<file path="config.mk">
export PLATFORM = sky130hd
export DESIGN_NAME = rtp_audio_packetizer
export DESIGN_NICKNAME = d
export VERILOG_FILES = /design/src/design/rtpk_pkg.sv /design/src/design/rtpk_front.sv /design/src/design/rtpk_queue.sv /design/src/design/rtpk_back.sv /design/src/design/rtp_audio_packetizer.sv
export SDC_FILE = /design/constraint.sdc
export NUM_CORES = 1
export LEC_CHECK = 0
export BUFFER_PORTS_ARGS = -buffer_cell sky130_fd_sc_hd__buf_4
export CAP_MARGIN = 40
export CORE_UTILIZATION = 40
export DETAILED_ROUTE_END_ITERATION = 12
export PLACE_DENSITY_LB_ADDON = 0.12
export SYNTH_ARGS = -nofsm -noshare
export SYNTH_HDL_FRONTEND = slang
export SYNTH_SLANG_ARGS = --single-unit
</file>
<file path="constraint.sdc">
create_clock -name clk -period 4.45 [get_ports clk]
set_clock_uncertainty 0.2 [all_clocks]
set_input_delay 0.2225 -clock clk [delete_from_list [all_inputs] [get_ports clk]]
set_output_delay 0.2225 -clock clk [all_outputs]
set_load 0.01 [all_outputs]
</file>
<file path="src/design/rtpk_pkg.sv">
// Shared types and constants for the RTP audio packetizer.
// No dependencies; every other design file refers to this package by scoped names.
`default_nettype none

package rtpk_pkg;

	// Field widths.
	localparam int BYTE_W  = 8;
	localparam int PT_W    = 7;
	localparam int SEQ_W   = 16;
	localparam int TS_W    = 32;
	localparam int SSRC_W  = 32;
	localparam int CNT_W   = 12;
	localparam int DATA_W  = 32;
	localparam int ADDR_W  = 5;

	// Packet size limit and queue depth defaults.
	localparam int MAX_PAYLOAD_BYTES = 4095;
	localparam int QUEUE_DEPTH       = 4;

	// Header layout.
	localparam int HDR_BYTES = 12;
	localparam logic [BYTE_W-1:0] RTP_BYTE0 = 8'h80;

	// Configuration register indexes.
	typedef enum logic [2:0] {
		REG_ENABLE       = 3'd0,
		REG_PAYLOAD_TYPE = 3'd1,
		REG_SSRC         = 3'd2,
		REG_BYTES_PKT    = 3'd3,
		REG_SAMPLES_PKT  = 3'd4
	} reg_idx_t;

	// Reset values of the payload type, byte count and sample count registers.
	localparam logic [PT_W-1:0]  PT_RESET      = 7'd96;
	localparam logic [CNT_W-1:0] BYTES_RESET   = 12'd288;
	localparam logic [CNT_W-1:0] SAMPLES_RESET = 12'd48;

	// Settings the front end uses to classify items.
	typedef struct packed {
		logic             enable;
		logic [CNT_W-1:0] pkt_bytes;
		logic [CNT_W-1:0] pkt_samples;
	} front_cfg_t;

	// Settings the back end uses to build headers.
	typedef struct packed {
		logic [PT_W-1:0]   ptype;
		logic [SSRC_W-1:0] ssrc;
	} back_cfg_t;

	// One classified item: payload byte, packet marks and header values.
	typedef struct packed {
		logic              hdr;
		logic [SEQ_W-1:0]  seq;
		logic [TS_W-1:0]   ts;
		logic [BYTE_W-1:0] data;
		logic              pkt_end;
		logic              pkt_abort;
	} cmd_t;

	// Header byte at position idx (0 to HDR_BYTES-1), big-endian fields.
	function automatic logic [BYTE_W-1:0] hdr_byte(
		input logic [3:0]        idx,
		input logic [PT_W-1:0]   pt,
		input logic [SEQ_W-1:0]  seq,
		input logic [TS_W-1:0]   ts,
		input logic [SSRC_W-1:0] ssrc
	);
		logic [HDR_BYTES*BYTE_W-1:0] vec;
		logic [3:0]                  pos;
		vec = {RTP_BYTE0, 1'b0, pt, seq, ts, ssrc};
		pos = 4'(HDR_BYTES - 1) - idx;
		return vec[{pos, 3'b000} +: BYTE_W];
	endfunction

endpackage

`default_nettype wire

</file>
<file path="src/design/rtpk_front.sv">
// Front end: accepts input items, tracks packet state and classifies each item.
// Depends on rtpk_pkg; writes one command per enabled item into the queue.
`default_nettype none

module rtpk_front #(
	parameter int MAX_PAYLOAD_BYTES = rtpk_pkg::MAX_PAYLOAD_BYTES
) (
	input  wire logic                        clk,
	input  wire logic                        arst_n,
	input  wire logic                        accept,
	input  wire logic [rtpk_pkg::BYTE_W-1:0] payload_byte,
	input  wire logic                        buffer_first,
	input  wire logic                        buffer_last,
	input  wire logic                        ptp_valid,
	input  wire logic [rtpk_pkg::TS_W-1:0]   ptp_time,
	input  wire rtpk_pkg::front_cfg_t        cfg,
	output      logic                        wr_en,
	output      rtpk_pkg::cmd_t              wr_cmd
);

	logic [rtpk_pkg::SEQ_W-1:0] seq_q;
	logic [rtpk_pkg::TS_W-1:0]  rtp_time_q;
	logic [rtpk_pkg::CNT_W-1:0] count_q;
	logic                       in_packet_q;

	logic [rtpk_pkg::CNT_W-1:0] lim;
	logic [rtpk_pkg::CNT_W-1:0] cnt_next;
	logic [rtpk_pkg::TS_W-1:0]  ts_cur;
	logic                       full_pkt;
	logic                       close_pkt;

	// Packet size: zero acts as one, and the size is capped at the maximum.
	always_comb begin
		if (cfg.pkt_bytes == '0) begin
			lim = rtpk_pkg::CNT_W'(1);
		end else if ({5'b0, cfg.pkt_bytes} > 17'(MAX_PAYLOAD_BYTES)) begin
			lim = rtpk_pkg::CNT_W'(MAX_PAYLOAD_BYTES);
		end else begin
			lim = cfg.pkt_bytes;
		end
	end

	// Classify the item against the open packet.
	assign cnt_next  = (in_packet_q ? count_q : '0) + rtpk_pkg::CNT_W'(1);
	assign ts_cur    = (!in_packet_q && buffer_first && ptp_valid) ? ptp_time : rtp_time_q;
	assign full_pkt  = (cnt_next >= lim);
	assign close_pkt = full_pkt || buffer_last;

	assign wr_en            = accept && cfg.enable;
	assign wr_cmd.hdr       = !in_packet_q;
	assign wr_cmd.seq       = seq_q;
	assign wr_cmd.ts        = ts_cur;
	assign wr_cmd.data      = payload_byte;
	assign wr_cmd.pkt_end   = close_pkt;
	assign wr_cmd.pkt_abort = !full_pkt && buffer_last;

	// Packet state update for each enabled item.
	always_ff @(posedge clk or negedge arst_n) begin
		if (!arst_n) begin
			seq_q       <= '0;
			rtp_time_q  <= '0;
			count_q     <= '0;
			in_packet_q <= 1'b0;
		end else if (wr_en) begin
			if (full_pkt) begin
				seq_q      <= seq_q + rtpk_pkg::SEQ_W'(1);
				rtp_time_q <= ts_cur + {20'b0, cfg.pkt_samples};
			end else begin
				rtp_time_q <= ts_cur;
			end
			in_packet_q <= !close_pkt;
			count_q     <= close_pkt ? '0 : cnt_next;
		end
	end

endmodule

`default_nettype wire

</file>
<file path="src/design/rtpk_queue.sv">
// Short command queue between the front end and the back end.
// Depends on rtpk_pkg for the command type.
`default_nettype none

module rtpk_queue #(
	parameter int DEPTH = rtpk_pkg::QUEUE_DEPTH
) (
	input  wire logic           clk,
	input  wire logic           arst_n,
	input  wire logic           wr_en,
	input  wire rtpk_pkg::cmd_t wr_cmd,
	input  wire logic           rd_en,
	output      rtpk_pkg::cmd_t rd_cmd,
	output      logic           q_full,
	output      logic           q_empty
);

	localparam int PTR_W = (DEPTH > 1) ? $clog2(DEPTH) : 1;
	localparam int CNT_W = $clog2(DEPTH + 1);

	rtpk_pkg::cmd_t   slot_q [DEPTH];
	logic [PTR_W-1:0] wr_ptr_q;
	logic [PTR_W-1:0] rd_ptr_q;
	logic [CNT_W-1:0] count_q;
	logic             do_wr;
	logic             do_rd;

	assign q_full  = (count_q == CNT_W'(DEPTH));
	assign q_empty = (count_q == '0);
	assign do_wr   = wr_en && !q_full;
	assign do_rd   = rd_en && !q_empty;
	assign rd_cmd  = slot_q[rd_ptr_q];

	// Storage slots carry no reset.
	always_ff @(posedge clk) begin
		if (do_wr) begin
			slot_q[wr_ptr_q] <= wr_cmd;
		end
	end

	// Pointers and fill count.
	always_ff @(posedge clk or negedge arst_n) begin
		if (!arst_n) begin
			wr_ptr_q <= '0;
			rd_ptr_q <= '0;
			count_q  <= '0;
		end else begin
			if (do_wr) begin
				wr_ptr_q <= (wr_ptr_q == PTR_W'(DEPTH - 1)) ? '0 : wr_ptr_q + PTR_W'(1);
			end
			if (do_rd) begin
				rd_ptr_q <= (rd_ptr_q == PTR_W'(DEPTH - 1)) ? '0 : rd_ptr_q + PTR_W'(1);
			end
			if (do_wr && !do_rd) begin
				count_q <= count_q + CNT_W'(1);
			end else if (do_rd && !do_wr) begin
				count_q <= count_q - CNT_W'(1);
			end
		end
	end

endmodule

`default_nettype wire

</file>
<file path="src/design/rtpk_back.sv">
// Back end: expands each queued command into its payload byte, preceded by header bytes when it opens a packet.
// Depends on rtpk_pkg; drives the output register of the result channel.
`default_nettype none

module rtpk_back (
	input  wire logic                        clk,
	input  wire logic                        arst_n,
	input  wire rtpk_pkg::back_cfg_t         cfg,
	input  wire rtpk_pkg::cmd_t              head,
	input  wire logic                        q_empty,
	output      logic                        rd_en,
	input  wire logic                        pop,
	output      logic                        empty,
	output      logic [rtpk_pkg::BYTE_W-1:0] out_byte,
	output      logic                        header_byte,
	output      logic                        packet_end,
	output      logic                        packet_abort
);

	logic [3:0]                  phase_q;
	logic                        out_v_q;
	logic [rtpk_pkg::BYTE_W-1:0] byte_q;
	logic                        hdr_q;
	logic                        end_q;
	logic                        abort_q;

	logic                        load;
	logic                        in_hdr;
	logic [rtpk_pkg::BYTE_W-1:0] hbyte;

	// The output register takes a new result when it is free or being emptied.
	assign load   = !q_empty && (!out_v_q || pop);
	assign in_hdr = head.hdr && (phase_q != 4'(rtpk_pkg::HDR_BYTES));
	assign rd_en  = load && !in_hdr;
	assign hbyte  = rtpk_pkg::hdr_byte(phase_q, cfg.ptype, head.seq, head.ts,
		cfg.ssrc);

	// Header position counter and output valid.
	always_ff @(posedge clk or negedge arst_n) begin
		if (!arst_n) begin
			phase_q <= '0;
			out_v_q <= 1'b0;
		end else begin
			if (load) begin
				phase_q <= in_hdr ? phase_q + 4'd1 : '0;
			end
			if (load) begin
				out_v_q <= 1'b1;
			end else if (pop) begin
				out_v_q <= 1'b0;
			end
		end
	end

	// Result payload register.
	always_ff @(posedge clk) begin
		if (load) begin
			byte_q  <= in_hdr ? hbyte : head.data;
			hdr_q   <= in_hdr;
			end_q   <= !in_hdr && head.pkt_end;
			abort_q <= !in_hdr && head.pkt_abort;
		end
	end

	assign empty        = !out_v_q;
	assign out_byte     = byte_q;
	assign header_byte  = hdr_q;
	assign packet_end   = end_q;
	assign packet_abort = abort_q;

endmodule

`default_nettype wire

</file>
<file path="src/design/rtp_audio_packetizer.sv">
// RTP audio packetizer: top level with configuration registers.
// Instantiates rtpk_front, rtpk_queue and rtpk_back; depends on rtpk_pkg.
//
// Usage: audio payload bytes enter on a queue-style port (push/full) with
// buffer_first, buffer_last, ptp_valid and ptp_time. An item is taken when
// push is high and full is low. Results leave on a queue-style port: while
// empty is low the oldest result is on out_byte, header_byte, packet_end and
// packet_abort, and pop takes it.
// The first item of a packet yields 13 results (12 header bytes and the
// payload byte); every other item yields one. Items enter at one per cycle
// while full is low into a command queue of QUEUE_DEPTH entries; the back
// end emits one result per cycle while the receiver keeps popping. The first
// result of an item is written to the command queue and then loaded into the
// output register. When the receiver stalls, results wait in the output
// register, the queue fills, and full rises; nothing is lost. With enable
// low, items are taken and dropped. Reset clears the queue, sequence number,
// timestamp and packet state, and loads the register defaults. Registers sit
// at 4*index on the APB port; the user must write them only while the block
// is idle, as the block itself does not enforce it.
`default_nettype none

module rtp_audio_packetizer #(
	parameter int MAX_PAYLOAD_BYTES = rtpk_pkg::MAX_PAYLOAD_BYTES,
	parameter int QUEUE_DEPTH       = rtpk_pkg::QUEUE_DEPTH
) (
	input  wire logic                          clk,
	input  wire logic                          arst_n,
	input  wire logic                          psel,
	input  wire logic                          penable,
	input  wire logic                          pwrite,
	input  wire logic [rtpk_pkg::ADDR_W-1:0]   paddr,
	input  wire logic [rtpk_pkg::DATA_W-1:0]   pwdata,
	output      logic [rtpk_pkg::DATA_W-1:0]   prdata,
	output      logic                          pready,
	input  wire logic                          push,
	output      logic                          full,
	input  wire logic [rtpk_pkg::BYTE_W-1:0]   payload_byte,
	input  wire logic                          buffer_first,
	input  wire logic                          buffer_last,
	input  wire logic                          ptp_valid,
	input  wire logic [rtpk_pkg::TS_W-1:0]     ptp_time,
	output      logic                          empty,
	input  wire logic                          pop,
	output      logic [rtpk_pkg::BYTE_W-1:0]   out_byte,
	output      logic                          header_byte,
	output      logic                          packet_end,
	output      logic                          packet_abort
);

	logic                          enable_q;
	logic [rtpk_pkg::PT_W-1:0]     pt_q;
	logic [rtpk_pkg::SSRC_W-1:0]   ssrc_q;
	logic [rtpk_pkg::CNT_W-1:0]    bpp_q;
	logic [rtpk_pkg::CNT_W-1:0]    spp_q;

	rtpk_pkg::reg_idx_t  reg_idx;
	logic                reg_wr;
	rtpk_pkg::front_cfg_t front_cfg;
	rtpk_pkg::back_cfg_t  back_cfg;
	rtpk_pkg::cmd_t       wr_cmd;
	rtpk_pkg::cmd_t       head;
	logic                 wr_en;
	logic                 rd_en;
	logic                 q_full;
	logic                 q_empty;
	logic                 accept;

	// Configuration port decode.
	assign pready  = 1'b1;
	assign reg_idx = rtpk_pkg::reg_idx_t'(paddr[4:2]);
	assign reg_wr  = psel && penable && pwrite && pready;

	always_ff @(posedge clk or negedge arst_n) begin
		if (!arst_n) begin
			enable_q <= 1'b0;
			pt_q     <= rtpk_pkg::PT_RESET;
			ssrc_q   <= '0;
			bpp_q    <= rtpk_pkg::BYTES_RESET;
			spp_q    <= rtpk_pkg::SAMPLES_RESET;
		end else if (reg_wr) begin
			case (reg_idx)
				rtpk_pkg::REG_ENABLE:       enable_q <= pwdata[0];
				rtpk_pkg::REG_PAYLOAD_TYPE: pt_q     <= pwdata[rtpk_pkg::PT_W-1:0];
				rtpk_pkg::REG_SSRC:         ssrc_q   <= pwdata;
				rtpk_pkg::REG_BYTES_PKT:    bpp_q    <= pwdata[rtpk_pkg::CNT_W-1:0];
				rtpk_pkg::REG_SAMPLES_PKT:  spp_q    <= pwdata[rtpk_pkg::CNT_W-1:0];
				default: ;
			endcase
		end
	end

	// Register read-back.
	always_comb begin
		case (reg_idx)
			rtpk_pkg::REG_ENABLE:       prdata = {31'b0, enable_q};
			rtpk_pkg::REG_PAYLOAD_TYPE: prdata = {25'b0, pt_q};
			rtpk_pkg::REG_SSRC:         prdata = ssrc_q;
			rtpk_pkg::REG_BYTES_PKT:    prdata = {20'b0, bpp_q};
			rtpk_pkg::REG_SAMPLES_PKT:  prdata = {20'b0, spp_q};
			default:                    prdata = '0;
		endcase
	end

	assign front_cfg.enable      = enable_q;
	assign front_cfg.pkt_bytes   = bpp_q;
	assign front_cfg.pkt_samples = spp_q;
	assign back_cfg.ptype        = pt_q;
	assign back_cfg.ssrc         = ssrc_q;

	// Input handshake.
	assign full   = q_full;
	assign accept = push && !q_full;

	rtpk_front #(
		.MAX_PAYLOAD_BYTES(MAX_PAYLOAD_BYTES)
	) u_front (
		.clk         (clk),
		.arst_n      (arst_n),
		.accept      (accept),
		.payload_byte(payload_byte),
		.buffer_first(buffer_first),
		.buffer_last (buffer_last),
		.ptp_valid   (ptp_valid),
		.ptp_time    (ptp_time),
		.cfg         (front_cfg),
		.wr_en       (wr_en),
		.wr_cmd      (wr_cmd)
	);

	rtpk_queue #(
		.DEPTH(QUEUE_DEPTH)
	) u_queue (
		.clk    (clk),
		.arst_n (arst_n),
		.wr_en  (wr_en),
		.wr_cmd (wr_cmd),
		.rd_en  (rd_en),
		.rd_cmd (head),
		.q_full (q_full),
		.q_empty(q_empty)
	);

	rtpk_back u_back (
		.clk         (clk),
		.arst_n      (arst_n),
		.cfg         (back_cfg),
		.head        (head),
		.q_empty     (q_empty),
		.rd_en       (rd_en),
		.pop         (pop),
		.empty       (empty),
		.out_byte    (out_byte),
		.header_byte (header_byte),
		.packet_end  (packet_end),
		.packet_abort(packet_abort)
	);

`ifndef SYNTH
	// An aborted packet is always closed by the same result.
	a_abort_has_end: assert property (@(posedge clk) disable iff (!arst_n)
		!empty && packet_abort |-> packet_end)
		else $error("packet_abort without packet_end");

	// Header bytes never close a packet.
	a_hdr_not_end: assert property (@(posedge clk) disable iff (!arst_n)
		!empty && header_byte |-> !packet_end)
		else $error("header byte marked as packet end");

	// The command queue cannot be full and empty at once.
	a_queue_sane: assert property (@(posedge clk) disable iff (!arst_n)
		!(q_full && q_empty))
		else $error("command queue full and empty together");

	// The back end only reads the queue when it holds a command.
	a_read_nonempty: assert property (@(posedge clk) disable iff (!arst_n)
		rd_en |-> !q_empty)
		else $error("queue read while empty");
`endif

endmodule

`default_nettype wire

</file>
==> tab_implementation.tex, run 1 <==
\begin{tabular}{lr}
\hline
Metric & Value \\
\hline
\multicolumn{2}{l}{\textbf{Outcome}} \\
\quad Run status & complete, no violations \\
\multicolumn{2}{l}{\textbf{Timing}} \\
\quad Max Slew Vio Count & 0 \\
\quad RSZ-0062 raised after global routing & false \\
\quad Clock period minus final worst setup slack & 3.96 ns \\
\quad Share of the clock period used by the worst path & 88.9\% \\
\quad Final setup violation count & 0 \\
\quad Worst slew slack as a fraction of its limit & 46.1\% \\
\quad TNS Setup & 0 ns \\
\quad Achievable clock frequency & 253 MHz \\
\quad Count of endpoints failing hold in the final timing report & 0 \\
\quad Least-Margin Pin Slew & 0.786 ns \\
\multicolumn{2}{l}{\textbf{Run}} \\
\quad Reported max-cap violation count & 0 \\
\multicolumn{2}{l}{\textbf{Layout}} \\
\quad Area delta synth->final & 21.0\% \\
\quad Antenna Diode Count & 0 \\
\quad Share of post-route cells with drive strength above 1 & 24.6\% \\
\quad Number of nets in the final layout & 1615 \\
\multicolumn{2}{l}{\textbf{Die}} \\
\quad Overall die height & 213 µm \\
\quad Number of top-level pins & 133 \\
\quad Starting density of the core & 40.9\% \\
\quad Area enclosed by the die boundary & 0.0452 mm² \\
\quad Core Rows & 76 \\
\quad Die width & 213 µm \\
\quad Core area & 0.0434 mm² \\
\multicolumn{2}{l}{\textbf{Detailed routing}} \\
\quad Via count & 11200 \\
\quad Drt pass-1 iters & 5 \\
\quad Detailed-route wire length per cell & 21.5 µm \\
\quad DRC violations left & 0 \\
\quad Post-DRT Antenna Nets & 0 \\
\quad Total detailed-routing wirelength & 45.2 mm \\
\quad DRC marker count from the first detailed-route iteration & 691 \\
\quad Detailed-route vias per instance & 5.33 \\
\multicolumn{2}{l}{\textbf{Synthesis}} \\
\quad Syn Inst Count & 1293 \\
\quad Post-Synthesis Cell Area & 0.0177 mm² \\
\quad Share of synthesized area occupied by flip-flops and latches & 61.2\% \\
\quad Synthesized flop and latch total & 384 \\
\quad Mean Syn Cell Area & 13.7 µm² \\
\quad Share of async-settable or async-resettable flops after synthesis & 35.7\% \\
\quad Ys Warns & 0 \\
\quad Library cell occupying the most area in the post-synthesis netlist & sky130\_fd\_sc\_hd\_\_edfxtp\_1 \\
\quad Number of enable-type register cells in the synthesized netlist & 247 \\
\quad Post-synth cell types & 65 \\
\quad Ranking of synthesized cells by instance count & sky130\_fd\_sc\_hd\_\_edfxtp\_1, sky130\_fd\_sc\_hd\_\_nand2\_1, sky130\_fd\_sc\_hd\_\_dfrtp\_1 \\
\quad Synth top area share & 41.8\% \\
\quad Synth top area cells & sky130\_fd\_sc\_hd\_\_edfxtp\_1, sky130\_fd\_sc\_hd\_\_dfrtp\_1, sky130\_fd\_sc\_hd\_\_mux4\_2, sky130\_fd\_sc\_hd\_\_nand2\_1, sky130\_fd\_sc\_hd\_\_mux2\_2 \\
\quad Synthesized net count & 1417 \\
\quad Dominant register cell in the synthesized netlist & sky130\_fd\_sc\_hd\_\_edfxtp\_1 \\
\quad Most used standard cell by instance count after synthesis & sky130\_fd\_sc\_hd\_\_edfxtp\_1 \\
\multicolumn{2}{l}{\textbf{Global route}} \\
\quad Number of global-route vias before repair & 11400 \\
\quad Grt ovf & 0 \\
\quad First-pass GRT wire length & 69.4 mm \\
\quad Number of antenna violations at the first check in global routing & 1 \\
\quad Overall track demand over capacity in global routing & 20.6\% \\
\quad Pin count of the biggest net entering global routing & 81 \\
\multicolumn{2}{l}{\textbf{Pwr}} \\
\quad Leakage power of the design & 0.00840 µW \\
\quad Internal power & 8110 µW \\
\quad Pwr Density & 557 mW/mm² \\
\quad Clk pwr share & 29.0\% \\
\quad Net switching component of the power & 3830 µW \\
\quad Switch share & 32.1\% \\
\quad Maximum vdd ir drop & 0.000294 V \\
\quad Post-layout total power & 11900 µW \\
\quad Part of the power in combinational logic & 30.4\% \\
\quad Share of power burned in registers & 40.6\% \\
\multicolumn{2}{l}{\textbf{Worst setup path}} \\
\quad Largest delay share family, worst path & simple AND/OR/NAND/NOR gates \\
\quad Kind of launch point of the worst setup path & register \\
\quad Crit path cell chain & and3b\_1 > nand2\_1 > nand2\_1 > ha\_1 > inv\_1 > fa\_1 > nor2b\_1 > o31ai\_1 > a21o\_1 > a21oi\_2 > nand4\_1 > xnor2\_1 > mux2\_2 \\
\quad Arrival time at the worst endpoint & 4.18 ns \\
\quad Largest fanout on the critical path & 13 \\
\quad Peak per-stage delay on the critical path & 0.53 ns \\
\quad Critical setup path kind & reg -> reg \\
\quad Count of buffering cells on the critical path with inverters included & 1 \\
\quad Slowest library cell on the worst path & sky130\_fd\_sc\_hd\_\_a21oi\_2 \\
\quad Critical path endpoint category & register \\
\quad Setup slack of the worst register-to-register path & 0.49 ns \\
\quad CP most frequent cell & sky130\_fd\_sc\_hd\_\_nand2\_1 \\
\quad Required arrival time at the worst endpoint & 4.67 ns \\
\multicolumn{2}{l}{\textbf{Placed design}} \\
\quad GPL Wtd Cong & 0.883 \\
\quad Final HPWL DP & 30.3 mm \\
\quad Number of I/O port buffers & 129 \\
\multicolumn{2}{l}{\textbf{Clock tree}} \\
\quad Buffer count from post-CTS setup fixing & 0 \\
\quad Clock transition at the registers of the reported paths & 0.06 ns \\
\quad CTS tree & yes \\
\quad TritonCTS Sinks & 384 \\
\quad Number of instances resized during post-cts repair & 0 \\
\quad CTS Buf Count & 42 \\
\quad Clock Tree Root & sky130\_fd\_sc\_hd\_\_clkbuf\_16 \\
\quad Maximum clock insertion buffer count & 3 \\
\quad Number of H-tree branching levels & 2 \\
\quad Clk Latency, worst-skew pair & 0.54 ns \\
\multicolumn{2}{l}{\textbf{Min path}} \\
\quad Classification of the worst-slack hold path & in -> async \\
\hline
\end{tabular}
[final timing paths]
check	startpoint	endpoint	cells past startpoint
min in group clk	ptp_time[5]	u_queue.slot_q[3][15]	3
worst min-delay path	arst_n	u_front.count_q[2]	2
worst min register to register	u_front.rtp_time_q[5]	u_front.rtp_time_q[5]	2
max in group asynchronous	arst_n	u_queue.rd_ptr_q[0]	3
worst max-delay path	u_front.in_packet_q	u_front.rtp_time_q[28]	13
worst max register to register	u_front.in_packet_q	u_front.rtp_time_q[28]	13
[stage by stage]
stage / cell area (µm²) / worst slack [ns] / utilization, % / std cells / hold slack, ns
final: 21500 / 0.494 / 49.5 / 2109 / 0.0152
after global routing: 21500 / 0.106 / 49.5 / 2109 / 0.0278
after CTS: 21500 / 0.469 / 49.5 / 2109 / 0.000162
after detailed placement: 19500 / 0.475 / 44.9 / 1968 / 0.0503
after global placement: 19500 / 0.525 / 44.9 / 1968 / 0.0470
after floorplan: 17700 / 0.863 / - / 1293 / -0.273
[cell usage in the layout (no fill, tap or decap), types with 27 or more instances in the layout]
master	instances
sky130_fd_sc_hd__dfrtp_1	129
sky130_fd_sc_hd__nand3_1	27
sky130_fd_sc_hd__clkbuf_16	43
sky130_fd_sc_hd__mux2_2	53
sky130_fd_sc_hd__inv_1	42
sky130_fd_sc_hd__edfxtp_1	247
sky130_fd_sc_hd__dlygate4sd3_1	64
sky130_fd_sc_hd__mux2i_1	29
sky130_fd_sc_hd__nor2_1	36
sky130_fd_sc_hd__o21ai_0	69
sky130_fd_sc_hd__nand2_1	199
sky130_fd_sc_hd__buf_4	147
sky130_fd_sc_hd__ha_1	35
sky130_fd_sc_hd__mux4_2	75
sky130_fd_sc_hd__xnor2_1	30
[power groups by stage]
stage                     Clock, µW  Combinational (µW)  Sequential, µW
after floorplan                   0                2510            4740
after global placement            0                3590            4910
after detailed placement          0                3640            4920
after CTS                      3550                3700            4860
after global routing           3690                3970            4920
final                          3470                3630            4850
[repair_timing]
| action | 4_1_cts | 5_1_grt |
|---|---|---|
| hold buffers | 64 | 0 |
| endpoints found under the hold margin | 234 | 0 |
| setup endpoints to repair | 0 | 0 |
[cell type report]
class                   count  area (µm²)
clock inverters            18         190
repair buffers            220        1920
fillers                  3857       21900
inverters                  43         161
well taps                 585         732
flip-flops and latches    384       10900
multi-input cells         800        6430
clock buffers              59        1180
[metal layers]
| layer | up-vias | GRT usage (%) | wire length (µm) |
|---|---|---|---|
| li1 | 5223 | - | - |
| met1 | 5706 | 29.9 | 21300 |
| met2 | 256 | 32.8 | 21200 |
| met3 | 54 | 2.84 | 1880 |
| met4 | 2 | 5.06 | 839 |
| met5 | - | 0 | 19 |
[cells by family after synthesis]
family                     Yosys count  share of synthesized area [%]
xor gates and xnor gates            52                           2.57
adders and majority gates           37                           2.69
DFF                                384                           61.2
and+or+nand+nor                    376                           9.86
AOI/OAI and AO/OA                  170                           6.02
other                                1                         0.0211
buffers and inverters              109                           2.67
muxes                              164                           15.0
[state kept, by name (all words and copies together), names as in the netlist, 2 cells and up]
| signal | count |
|---|---|
| bpp_q | 12 |
| pt_q | 7 |
| spp_q | 12 |
| ssrc_q | 32 |
| u_back.out_byte | 8 |
| u_back.phase_q | 4 |
| u_front.count_q | 12 |
| u_front.rtp_time_q | 32 |
| u_front.seq_q | 16 |
| u_queue.count_q | 3 |
| u_queue.rd_ptr_q | 2 |
| u_queue.slot_q | 236 |
| u_queue.wr_ptr_q | 2 |
Power figures use the tool's default switching activity.
==> inputs of run 2 (changes only) <==
--- a/config.mk
+++ b/config.mk
@@ -12,4 +12,5 @@
 export PLACE_DENSITY_LB_ADDON = 0.12
 export SYNTH_ARGS = -nofsm -noshare
 export SYNTH_HDL_FRONTEND = slang
+export SYNTH_HIERARCHICAL = 1
 export SYNTH_SLANG_ARGS = --single-unit
==> run 2 against run 1 <==
Critical path depth up 2. Final cell count down 1.2%. Largest cell class unchanged. Die area up 2.2%. Area after synthesis up 2.2%. Critical endpoint is now u_front/seq_q[15]. Hold slack better by 0.015 ns. Cell area up 1.8%.
==> tab_implementation.tex, run 2 <==
\begin{tabular}{lr}
\hline
Metric & Value \\
\hline
\multicolumn{2}{l}{\textbf{Outcome}} \\
\quad Run status & complete, no violations (unchanged) \\
\multicolumn{2}{l}{\textbf{Global route}} \\
\quad First-pass GRT wire length & 68.2 mm (was 69.4 mm) \\
\quad Number of global-route vias before repair & 11000 (was 11400) \\
\quad Grt ovf & 0 (unchanged) \\
\quad Number of antenna violations at the first check in global routing & 3 (was 1) \\
\quad Pin count of the biggest net entering global routing & 138 (was 81) \\
\quad Overall track demand over capacity in global routing & 19.7\% (was 20.6\%) \\
\multicolumn{2}{l}{\textbf{Die}} \\
\quad Core Rows & 77 (was 76) \\
\quad Overall die height & 215 µm (was 213 µm) \\
\quad Die width & 215 µm (was 213 µm) \\
\quad Number of top-level pins & 133 (unchanged) \\
\quad Starting density of the core & 40.7\% (was 40.9\%) \\
\quad Core area & 0.0445 mm² (was 0.0434 mm²) \\
\quad Area enclosed by the die boundary & 0.0462 mm² (was 0.0452 mm²) \\
\multicolumn{2}{l}{\textbf{Clock tree}} \\
\quad Clk Latency, worst-skew pair & 0.57 ns (was 0.54 ns) \\
\quad Buffer count from post-CTS setup fixing & 0 (unchanged) \\
\quad Hold-fix buffers, CTS & 74 (was 64) \\
\quad TritonCTS Sinks & 384 (unchanged) \\
\quad CTS tree & yes (unchanged) \\
\quad Maximum clock insertion buffer count & 3 (unchanged) \\
\quad Number of instances resized during post-cts repair & 0 (unchanged) \\
\quad Clock Tree Root & sky130\_fd\_sc\_hd\_\_clkbuf\_16 (unchanged) \\
\quad CTS Buf Count & 43 (was 42) \\
\quad Number of H-tree branching levels & 2 (unchanged) \\
\quad Clock transition at the registers of the reported paths & 0.06 ns (about the same) \\
\multicolumn{2}{l}{\textbf{Min path}} \\
\quad Terminating pin of the worst hold path & pt\_q[6] \\
\quad Critical hold path startpoint & penable \\
\quad Number of instances on the worst hold path & 4 \\
\quad Classification of the worst-slack hold path & in -> reg (was in -> async) \\
\multicolumn{2}{l}{\textbf{Detailed routing}} \\
\quad Detailed-route wire length per cell & 21.6 µm (was 21.5 µm) \\
\quad Drt pass-1 iters & 5 (unchanged) \\
\quad Total detailed-routing wirelength & 45.1 mm (was 45.2 mm) \\
\quad Via count & 11000 (was 11200) \\
\quad DRC marker count from the first detailed-route iteration & 853 (was 691) \\
\quad Detailed-route vias per instance & 5.30 (was 5.33) \\
\quad DRC violations left & 0 (unchanged) \\
\quad Post-DRT Antenna Nets & 0 (unchanged) \\
\multicolumn{2}{l}{\textbf{Synthesis}} \\
\quad Synth top area cells & sky130\_fd\_sc\_hd\_\_edfxtp\_1, sky130\_fd\_sc\_hd\_\_dfrtp\_1, sky130\_fd\_sc\_hd\_\_mux4\_2, sky130\_fd\_sc\_hd\_\_mux2\_4, sky130\_fd\_sc\_hd\_\_nand2\_1 (was sky130\_fd\_sc\_hd\_\_edfxtp\_1, sky130\_fd\_sc\_hd\_\_dfrtp\_1, sky130\_fd\_sc\_hd\_\_mux4\_2, sky130\_fd\_sc\_hd\_\_nand2\_1, sky130\_fd\_sc\_hd\_\_mux2\_2) \\
\quad Ys Warns & 6 (was 0) \\
\quad Synthesized flop and latch total & 384 (unchanged) \\
\quad Share of synthesized area occupied by flip-flops and latches & 59.8\% (was 61.2\%) \\
\quad Number of enable-type register cells in the synthesized netlist & 247 (unchanged) \\
\quad Syn Inst Count & 1248 (was 1293) \\
\quad Most used standard cell by instance count after synthesis & sky130\_fd\_sc\_hd\_\_edfxtp\_1 (unchanged) \\
\quad Dominant register cell in the synthesized netlist & sky130\_fd\_sc\_hd\_\_edfxtp\_1 (unchanged) \\
\quad Synth top area share & 40.9\% (was 41.8\%) \\
\quad Post-Synthesis Cell Area & 0.0181 mm² (was 0.0177 mm²) \\
\quad Post-synth cell types & 76 (was 65) \\
\quad Ranking of synthesized cells by instance count & sky130\_fd\_sc\_hd\_\_edfxtp\_1, sky130\_fd\_sc\_hd\_\_nand2\_1, sky130\_fd\_sc\_hd\_\_dfrtp\_1 (unchanged) \\
\quad Share of async-settable or async-resettable flops after synthesis & 35.7\% (unchanged) \\
\quad Library cell occupying the most area in the post-synthesis netlist & sky130\_fd\_sc\_hd\_\_edfxtp\_1 (unchanged) \\
\quad Synthesized net count & 1372 (was 1417) \\
\quad Mean Syn Cell Area & 14.5 µm² (was 13.7 µm²) \\
\multicolumn{2}{l}{\textbf{Timing}} \\
\quad TNS Setup & 0 ns (unchanged) \\
\quad Count of endpoints failing hold in the final timing report & 0 (unchanged) \\
\quad Share of the clock period used by the worst path & 87.3\% (was 88.9\%) \\
\quad Clock period minus final worst setup slack & 3.88 ns (was 3.96 ns) \\
\quad Worst slew slack as a fraction of its limit & 42.7\% (was 46.1\%) \\
\quad Achievable clock frequency & 257 MHz (was 253 MHz) \\
\quad Minimum setup slack in the final design & 0.565 ns (was 0.494 ns) \\
\quad Final setup violation count & 0 (unchanged) \\
\quad Max Slew Vio Count & 0 (unchanged) \\
\quad RSZ-0062 raised after global routing & false (unchanged) \\
\quad Least-Margin Pin Slew & 0.860 ns (was 0.786 ns) \\
\multicolumn{2}{l}{\textbf{Worst setup path}} \\
\quad Critical setup path kind & reg -> reg (unchanged) \\
\quad Kind of launch point of the worst setup path & register (unchanged) \\
\quad Depth of the most critical reg-to-reg path & 15 (was 13) \\
\quad Reg-to-reg endpoint & u\_front/seq\_q[15] (was u\_front.rtp\_time\_q[28]) \\
\quad Critical register-to-register path startpoint & u\_front/in\_packet\_q (was u\_front.in\_packet\_q) \\
\quad Arrival time at the worst endpoint & 4.09 ns (was 4.18 ns) \\
\quad Required arrival time at the worst endpoint & 4.66 ns (was 4.67 ns) \\
\quad Startpoint of the worst setup timing path & u\_front/in\_packet\_q (was u\_front.in\_packet\_q) \\
\quad Largest fanout on the critical path & 13 (unchanged) \\
\quad Setup slack of the worst register-to-register path & 0.57 ns (was 0.49 ns) \\
\quad Critical path endpoint category & register (unchanged) \\
\multicolumn{2}{l}{\textbf{Pwr}} \\
\quad Post-layout total power & 12200 µW (was 11900 µW) \\
\quad Maximum vdd ir drop & 0.000299 V (was 0.000294 V) \\
\quad Internal power & 8330 µW (was 8110 µW) \\
\quad Clk pwr share & 28.3\% (was 29.0\%) \\
\quad Leakage power of the design & 0.00853 µW (was 0.00840 µW) \\
\quad Part of the power in combinational logic & 31.3\% (was 30.4\%) \\
\quad Net switching component of the power & 3900 µW (was 3830 µW) \\
\quad Switch share & 31.9\% (was 32.1\%) \\
\quad Pwr Density & 560 mW/mm² (was 557 mW/mm²) \\
\quad Share of power burned in registers & 40.4\% (was 40.6\%) \\
\multicolumn{2}{l}{\textbf{Layout}} \\
\quad Share of post-route cells with drive strength above 1 & 26.6\% (was 24.6\%) \\
\quad Commonest cells after routing, fill and taps aside & sky130\_fd\_sc\_hd\_\_edfxtp\_1, sky130\_fd\_sc\_hd\_\_buf\_4, sky130\_fd\_sc\_hd\_\_nand2\_1 (was sky130\_fd\_sc\_hd\_\_edfxtp\_1, sky130\_fd\_sc\_hd\_\_nand2\_1, sky130\_fd\_sc\_hd\_\_buf\_4) \\
\quad Biggest register & u\_queue/slot\_q (was u\_queue.slot\_q) \\
\quad Biggest registers after layout & u\_queue/slot\_q: 236 flops, ssrc\_q: 32 flops, u\_front/rtp\_time\_q: 32 flops (was u\_queue.slot\_q: 236 flops, ssrc\_q: 32 flops, u\_front.rtp\_time\_q: 32 flops) \\
\quad Leading cell type in the layout, fill and taps excluded & sky130\_fd\_sc\_hd\_\_edfxtp\_1 (unchanged) \\
\quad Final core utilization & 49.1\% (was 49.5\%) \\
\quad Number of inserted filler cells in the final layout & 3885 (was 3857) \\
\quad Combined area of the multi-input logic cells & 0.00666 mm² (was 0.00643 mm²) \\
\quad Antenna Diode Count & 0 (unchanged) \\
\quad Number of nets in the final layout & 1582 (was 1615) \\
\quad Seq. cell area & 0.0109 mm² (unchanged) \\
\quad Area delta synth->final & 20.5\% (was 21.0\%) \\
\quad Flip-flop count of the largest register, all copies and words added & 236 (unchanged) \\
\quad Non-Filler Instances & 2084 (was 2109) \\
\multicolumn{2}{l}{\textbf{Placed design}} \\
\quad Final HPWL DP & 30.0 mm (was 30.3 mm) \\
\quad Number of I/O port buffers & 129 (unchanged) \\
\quad GPL Wtd Cong & 0.823 (was 0.883) \\
\quad Worst setup slack after placement & 0.550 ns (was 0.475 ns) \\
\quad Number of placed instances, taps included & 1931 (was 1968) \\
\multicolumn{2}{l}{\textbf{Run}} \\
\quad Reported max-cap violation count & 0 (unchanged) \\
\hline
\end{tabular}
[run 2: logic make-up after synthesis]
kind of cell / Yosys count / share of synthesized area (%)
AND/OR/NAND/NOR: 337 / 9.10
adder cells (fa/ha/maj): 37 / 2.64
buffers and inverters: 104 / 3.51
XOR/XNOR: 53 / 2.56
AO/OA/AOI/OAI: 141 / 5.09
flip-flops: 384 / 59.8
multiplexers: 191 / 17.2
other: 1 / 0.0207
[run 2: layout make-up]
cell class                 instances  share of cell area (%)
inverter                          35                   0.601
clock inverter                    14                   0.452
multi-input combinational        760                    30.5
timing repair buffer             234                    9.41
clock buffer                      65                    5.96
tap                              592                    3.39
sequential                       384                    49.7
[run 2: how the worst max path moves through the flow]
| stage | cells past startpoint | slack, ns | end |
|---|---|---|---|
| final | 15 | 0.57 | u_front/seq_q[15] |
| after floorplan | 8 | 0.59 | u_queue/slot_q[0][0] |
| after CTS | 15 | 0.50 | u_front/seq_q[15] |
| after detailed placement | 15 | 0.55 | u_front/seq_q[15] |
| after global placement | 14 | 0.61 | u_front/rtp_time_q[26] |
| after global routing | 15 | 0.19 | u_front/seq_q[15] |
[run 2: critical path, stage by stage, from the launching register on]
cell                      delay (ns)
sky130_fd_sc_hd__dfrtp_1        0.53
sky130_fd_sc_hd__nand4_1        0.13
sky130_fd_sc_hd__inv_1          0.09
sky130_fd_sc_hd__and3_1         0.19
sky130_fd_sc_hd__and2_1         0.19
sky130_fd_sc_hd__nand2_1        0.08
sky130_fd_sc_hd__xor2_1         0.19
sky130_fd_sc_hd__nor2_1         0.07
sky130_fd_sc_hd__ha_1           0.35
sky130_fd_sc_hd__nand4_1        0.09
sky130_fd_sc_hd__nor2_1         0.13
sky130_fd_sc_hd__a21oi_1        0.13
sky130_fd_sc_hd__o21ai_2        0.22
sky130_fd_sc_hd__nand2_1        0.42
sky130_fd_sc_hd__nor4_1         0.59
sky130_fd_sc_hd__xor2_1         0.12
[run 2: power by group through the flow]
| stage | clock network, µW | logic, µW | registers [µW] |
|---|---|---|---|
| floorplan | 0 | 2780 | 4860 |
| global placement | 0 | 3740 | 5010 |
| detailed placement | 0 | 3800 | 5020 |
| CTS | 3560 | 3870 | 4950 |
| global route | 3690 | 4160 | 5010 |
| finish | 3470 | 3820 | 4940 |
[run 2: metal layers]
| metal | up-vias | GRT usage [%] | wire, µm |
|---|---|---|---|
| met5 | - | 0 | 0 |
| met4 | 0 | 4.98 | 857 |
| met3 | 55 | 3.33 | 2250 |
| met2 | 277 | 30.9 | 21100 |
| met1 | 5624 | 28.4 | 20800 |
| li1 | 5086 | - | - |
[run 2: stage by stage]
| stage | instance area (µm²) | hold WS (ns) |
|---|---|---|
| finish | 21800 | 0.0302 |
| detailed placement | 19700 | 0.220 |
| CTS | 21800 | 0.000282 |
| global route | 21800 | 0.0280 |
| global placement | 19600 | 0.213 |
| floorplan | 18100 | -0.273 |
==> inputs of run 3 (changes only) <==
--- a/config.mk
+++ b/config.mk
@@ -7,7 +7,7 @@
 export LEC_CHECK = 0
 export BUFFER_PORTS_ARGS = -buffer_cell sky130_fd_sc_hd__buf_4
 export CAP_MARGIN = 40
-export CORE_UTILIZATION = 40
+export CORE_UTILIZATION = 60
 export DETAILED_ROUTE_END_ITERATION = 12
 export PLACE_DENSITY_LB_ADDON = 0.12
 export SYNTH_ARGS = -nofsm -noshare
==> run 3 against run 2 <==
Sequential power about the same. First-iteration DRC count up 26%. Non-clock buffer count down 3. Register-to-register slack better by 0.15 ns. Sequential share of layout area up 0.90 points. Fmax up 4.0%. Cell area down 1.8%. Combinational power about the same. Power down 1.5%. Clock-buffer cell count down 11. Flip-flop and latch count unchanged.
==> tab_implementation.tex, run 3 (synthesized netlist as in run 2, its figures left out) <==
\begin{tabular}{lr}
\hline
Metric & Value \\
\hline
\multicolumn{2}{l}{\textbf{Timing}} \\
\quad TNS Setup & 0 ns (unchanged) \\
\quad Achievable clock frequency & 268 MHz (was 257 MHz) \\
\quad RSZ-0062 raised after global routing & false (unchanged) \\
\quad Count of endpoints failing hold in the final timing report & 0 (unchanged) \\
\quad Final setup violation count & 0 (unchanged) \\
\quad Max Slew Vio Count & 0 (unchanged) \\
\quad Share of the clock period used by the worst path & 83.9\% (was 87.3\%) \\
\quad Hold\_ws & 0.00370 ns (was 0.0302 ns) \\
\quad Clock period minus final worst setup slack & 3.74 ns (was 3.88 ns) \\
\quad Least-Margin Pin Slew & 0.879 ns (was 0.860 ns) \\
\quad Worst slew slack as a fraction of its limit & 41.3\% (was 42.7\%) \\
\multicolumn{2}{l}{\textbf{Pwr}} \\
\quad Post-layout total power & 12100 µW (was 12200 µW) \\
\quad Maximum vdd ir drop & 0.000340 V (was 0.000299 V) \\
\quad Pwr Density & 562 mW/mm² (was 560 mW/mm²) \\
\quad Internal power & 8200 µW (was 8330 µW) \\
\quad Part of the power in combinational logic & 31.7\% (was 31.3\%) \\
\quad Leakage power of the design & 0.00846 µW (was 0.00853 µW) \\
\quad Clk pwr share & 27.5\% (was 28.3\%) \\
\quad Switch share & 32.0\% (was 31.9\%) \\
\quad Share of power burned in registers & 40.8\% (was 40.4\%) \\
\quad Net switching component of the power & 3850 µW (was 3900 µW) \\
\multicolumn{2}{l}{\textbf{Global route}} \\
\quad Pin count of the biggest net entering global routing & 74 (was 138) \\
\quad Number of antenna violations at the first check in global routing & 0 (was 3) \\
\quad Grt ovf & 0 (unchanged) \\
\quad Number of global-route vias before repair & 11400 (was 11000) \\
\quad First-pass GRT wire length & 65.5 mm (was 68.2 mm) \\
\quad Overall track demand over capacity in global routing & 28.3\% (was 19.7\%) \\
\multicolumn{2}{l}{\textbf{Outcome}} \\
\quad Run status & complete, no violations (unchanged) \\
\multicolumn{2}{l}{\textbf{Worst setup path}} \\
\quad Kind of launch point of the worst setup path & register (unchanged) \\
\quad Required arrival time at the worst endpoint & 4.66 ns (about the same) \\
\quad Critical path endpoint category & register (unchanged) \\
\quad Reg-to-reg endpoint & u\_front/rtp\_time\_q[29] (was u\_front/seq\_q[15]) \\
\quad Arrival time at the worst endpoint & 3.95 ns (was 4.09 ns) \\
\quad Largest fanout on the critical path & 34 (was 13) \\
\quad Depth of the most critical reg-to-reg path & 14 (was 15) \\
\quad Critical register-to-register path startpoint & u\_front/in\_packet\_q (unchanged) \\
\quad Setup slack of the worst register-to-register path & 0.71 ns (was 0.57 ns) \\
\quad Critical setup path kind & reg -> reg (unchanged) \\
\multicolumn{2}{l}{\textbf{Detailed routing}} \\
\quad Detailed-route wire length per cell & 22.5 µm (was 21.6 µm) \\
\quad DRC marker count from the first detailed-route iteration & 1072 (was 853) \\
\quad Detailed-route vias per instance & 5.94 (was 5.30) \\
\quad Via count & 11100 (was 11000) \\
\quad DRC violations left & 0 (unchanged) \\
\quad Post-DRT Antenna Nets & 0 (unchanged) \\
\quad Total detailed-routing wirelength & 42.1 mm (was 45.1 mm) \\
\quad Drt pass-1 iters & 5 (unchanged) \\
\multicolumn{2}{l}{\textbf{Layout}} \\
\quad Antenna Diode Count & 0 (unchanged) \\
\quad Flip-flop count of the largest register, all copies and words added & 236 (unchanged) \\
\quad Leading cell type in the layout, fill and taps excluded & sky130\_fd\_sc\_hd\_\_edfxtp\_1 (unchanged) \\
\quad Share of post-route cells with drive strength above 1 & 26.3\% (was 26.6\%) \\
\quad Number of nets in the final layout & 1576 (was 1582) \\
\quad Biggest registers after layout & u\_queue/slot\_q: 236 flops, ssrc\_q: 32 flops, u\_front/rtp\_time\_q: 32 flops (unchanged) \\
\quad Biggest register & u\_queue/slot\_q (unchanged) \\
\quad Commonest cells after routing, fill and taps aside & sky130\_fd\_sc\_hd\_\_edfxtp\_1, sky130\_fd\_sc\_hd\_\_buf\_4, sky130\_fd\_sc\_hd\_\_nand2\_1 (unchanged) \\
\quad Final core utilization & 72.2\% (was 49.1\%) \\
\quad Area delta synth->final & 18.3\% (was 20.5\%) \\
\multicolumn{2}{l}{\textbf{Die}} \\
\quad Core Rows & 63 (was 77) \\
\quad Area enclosed by the die boundary & 0.0309 mm² (was 0.0462 mm²) \\
\quad Starting density of the core & 61.0\% (was 40.7\%) \\
\quad Number of top-level pins & 133 (unchanged) \\
\quad Die width & 176 µm (was 215 µm) \\
\quad Overall die height & 176 µm (was 215 µm) \\
\quad Core area & 0.0297 mm² (was 0.0445 mm²) \\
\multicolumn{2}{l}{\textbf{Min path}} \\
\quad Number of instances on the worst hold path & 3 (was 4) \\
\quad Critical hold path startpoint & ptp\_time[31] (was penable) \\
\quad Terminating pin of the worst hold path & u\_queue/slot\_q[3][41] (was pt\_q[6]) \\
\quad Classification of the worst-slack hold path & in -> reg (unchanged) \\
\multicolumn{2}{l}{\textbf{Clock tree}} \\
\quad Clock transition at the registers of the reported paths & 0.06 ns (about the same) \\
\quad Clock Tree Root & sky130\_fd\_sc\_hd\_\_clkbuf\_16 (unchanged) \\
\quad Hold-fix buffers, CTS & 72 (was 74) \\
\quad Buffer count from post-CTS setup fixing & 0 (unchanged) \\
\quad CTS Buf Count & 40 (was 43) \\
\quad CTS tree & yes (unchanged) \\
\quad Number of H-tree branching levels & 2 (unchanged) \\
\quad TritonCTS Sinks & 384 (unchanged) \\
\quad Number of instances resized during post-cts repair & 0 (unchanged) \\
\quad Maximum clock insertion buffer count & 3 (unchanged) \\
\quad Clk Latency, worst-skew pair & 0.54 ns (was 0.57 ns) \\
\multicolumn{2}{l}{\textbf{Placed design}} \\
\quad Number of I/O port buffers & 129 (unchanged) \\
\quad Final HPWL DP & 28.3 mm (was 30.0 mm) \\
\quad GPL Wtd Cong & 0.849 (was 0.823) \\
\multicolumn{2}{l}{\textbf{Run}} \\
\quad Reported max-cap violation count & 0 (unchanged) \\
\hline
\end{tabular}
-- run 3: cell types whose count changed in the layout (fill, tap and decap cells not counted), moves of 2 or more --
cell / before / now
sky130_fd_sc_hd__clkbuf_16: 46 / 43
sky130_fd_sc_hd__dlygate4sd3_1: 74 / 72
sky130_fd_sc_hd__clkinv_1: 4 / 7
sky130_fd_sc_hd__clkbuf_8: 8 / 3
sky130_fd_sc_hd__buf_4: 151 / 153
sky130_fd_sc_hd__buf_12: 5 / 2
sky130_fd_sc_hd__clkbuf_1: 11 / 8
-- run 3: per-stage QoR --
step,area [µm²],std cells,setup slack [ns]
floorplan,18100,1248,0.587
global placement,19300,1725,0.755
detailed placement,19400,1728,0.725
CTS,21500,1874,0.697
global route,21500,1874,0.450
finish,21500,1874,0.715
-- run 3: worst max-delay path, stage by stage (launching register included) --
cell,delay (ns)
sky130_fd_sc_hd__dfrtp_1,0.43
sky130_fd_sc_hd__buf_4,0.18
sky130_fd_sc_hd__and3b_1,0.29
sky130_fd_sc_hd__buf_4,0.35
sky130_fd_sc_hd__nand2_1,0.10
sky130_fd_sc_hd__nand2_1,0.21
sky130_fd_sc_hd__ha_1,0.25
sky130_fd_sc_hd__nand3_1,0.10
sky130_fd_sc_hd__o211ai_1,0.33
sky130_fd_sc_hd__a31oi_1,0.22
sky130_fd_sc_hd__o21ai_0,0.20
sky130_fd_sc_hd__buf_4,0.21
sky130_fd_sc_hd__nand4_1,0.13
sky130_fd_sc_hd__xnor2_1,0.16
sky130_fd_sc_hd__mux2_2,0.26
-- run 3: per-layer routing --
metal  wire length, µm  global-route usage, %  up-vias
met1             18100                   39.4     5616
met2             20700                   46.8      373
met3              2390                   4.37       58
li1                  -                      -     5092
met4               928                   7.46        0
met5                 0                      0        -
-- run 3: worst max-delay path by stage --
| stage | from | endpoint | slack, ns | depth (start not counted) |
|---|---|---|---|---|
| 6_report | u_front/in_packet_q | u_front/rtp_time_q[29] | 0.71 | 14 |
| 5_1_grt | u_front/in_packet_q | u_front/rtp_time_q[30] | 0.45 | 15 |
| 4_1_cts | u_front/in_packet_q | u_front/rtp_time_q[26] | 0.70 | 14 |
| 3_5_place_dp | u_front/in_packet_q | u_front/rtp_time_q[26] | 0.73 | 14 |
| 3_3_place_gp | u_front/in_packet_q | u_front/rtp_time_q[26] | 0.76 | 14 |
| 2_1_floorplan | u_queue/count_q[2] | u_queue/slot_q[0][0] | 0.59 | 8 |
-- run 3: power by group through the flow --
stage | clock network (µW) | registers [µW] | logic, µW
final | 3310 | 4920 | 3820
after global routing | 3500 | 4970 | 4130
after CTS | 3360 | 4920 | 3830
after detailed placement | 0 | 4990 | 3750
after global placement | 0 | 4950 | 3620
after floorplan | 0 | 4860 | 2780
-- run 3: cell type report --
cell class | count | area, µm²
sequential | 384 | 10900
fill | 1907 | 8260
multi-input combinational | 760 | 6660
timing repair buffer | 231 | 2000
clock buffer | 54 | 1150
tap | 390 | 488
clock inverter | 20 | 170
inverter | 35 | 131
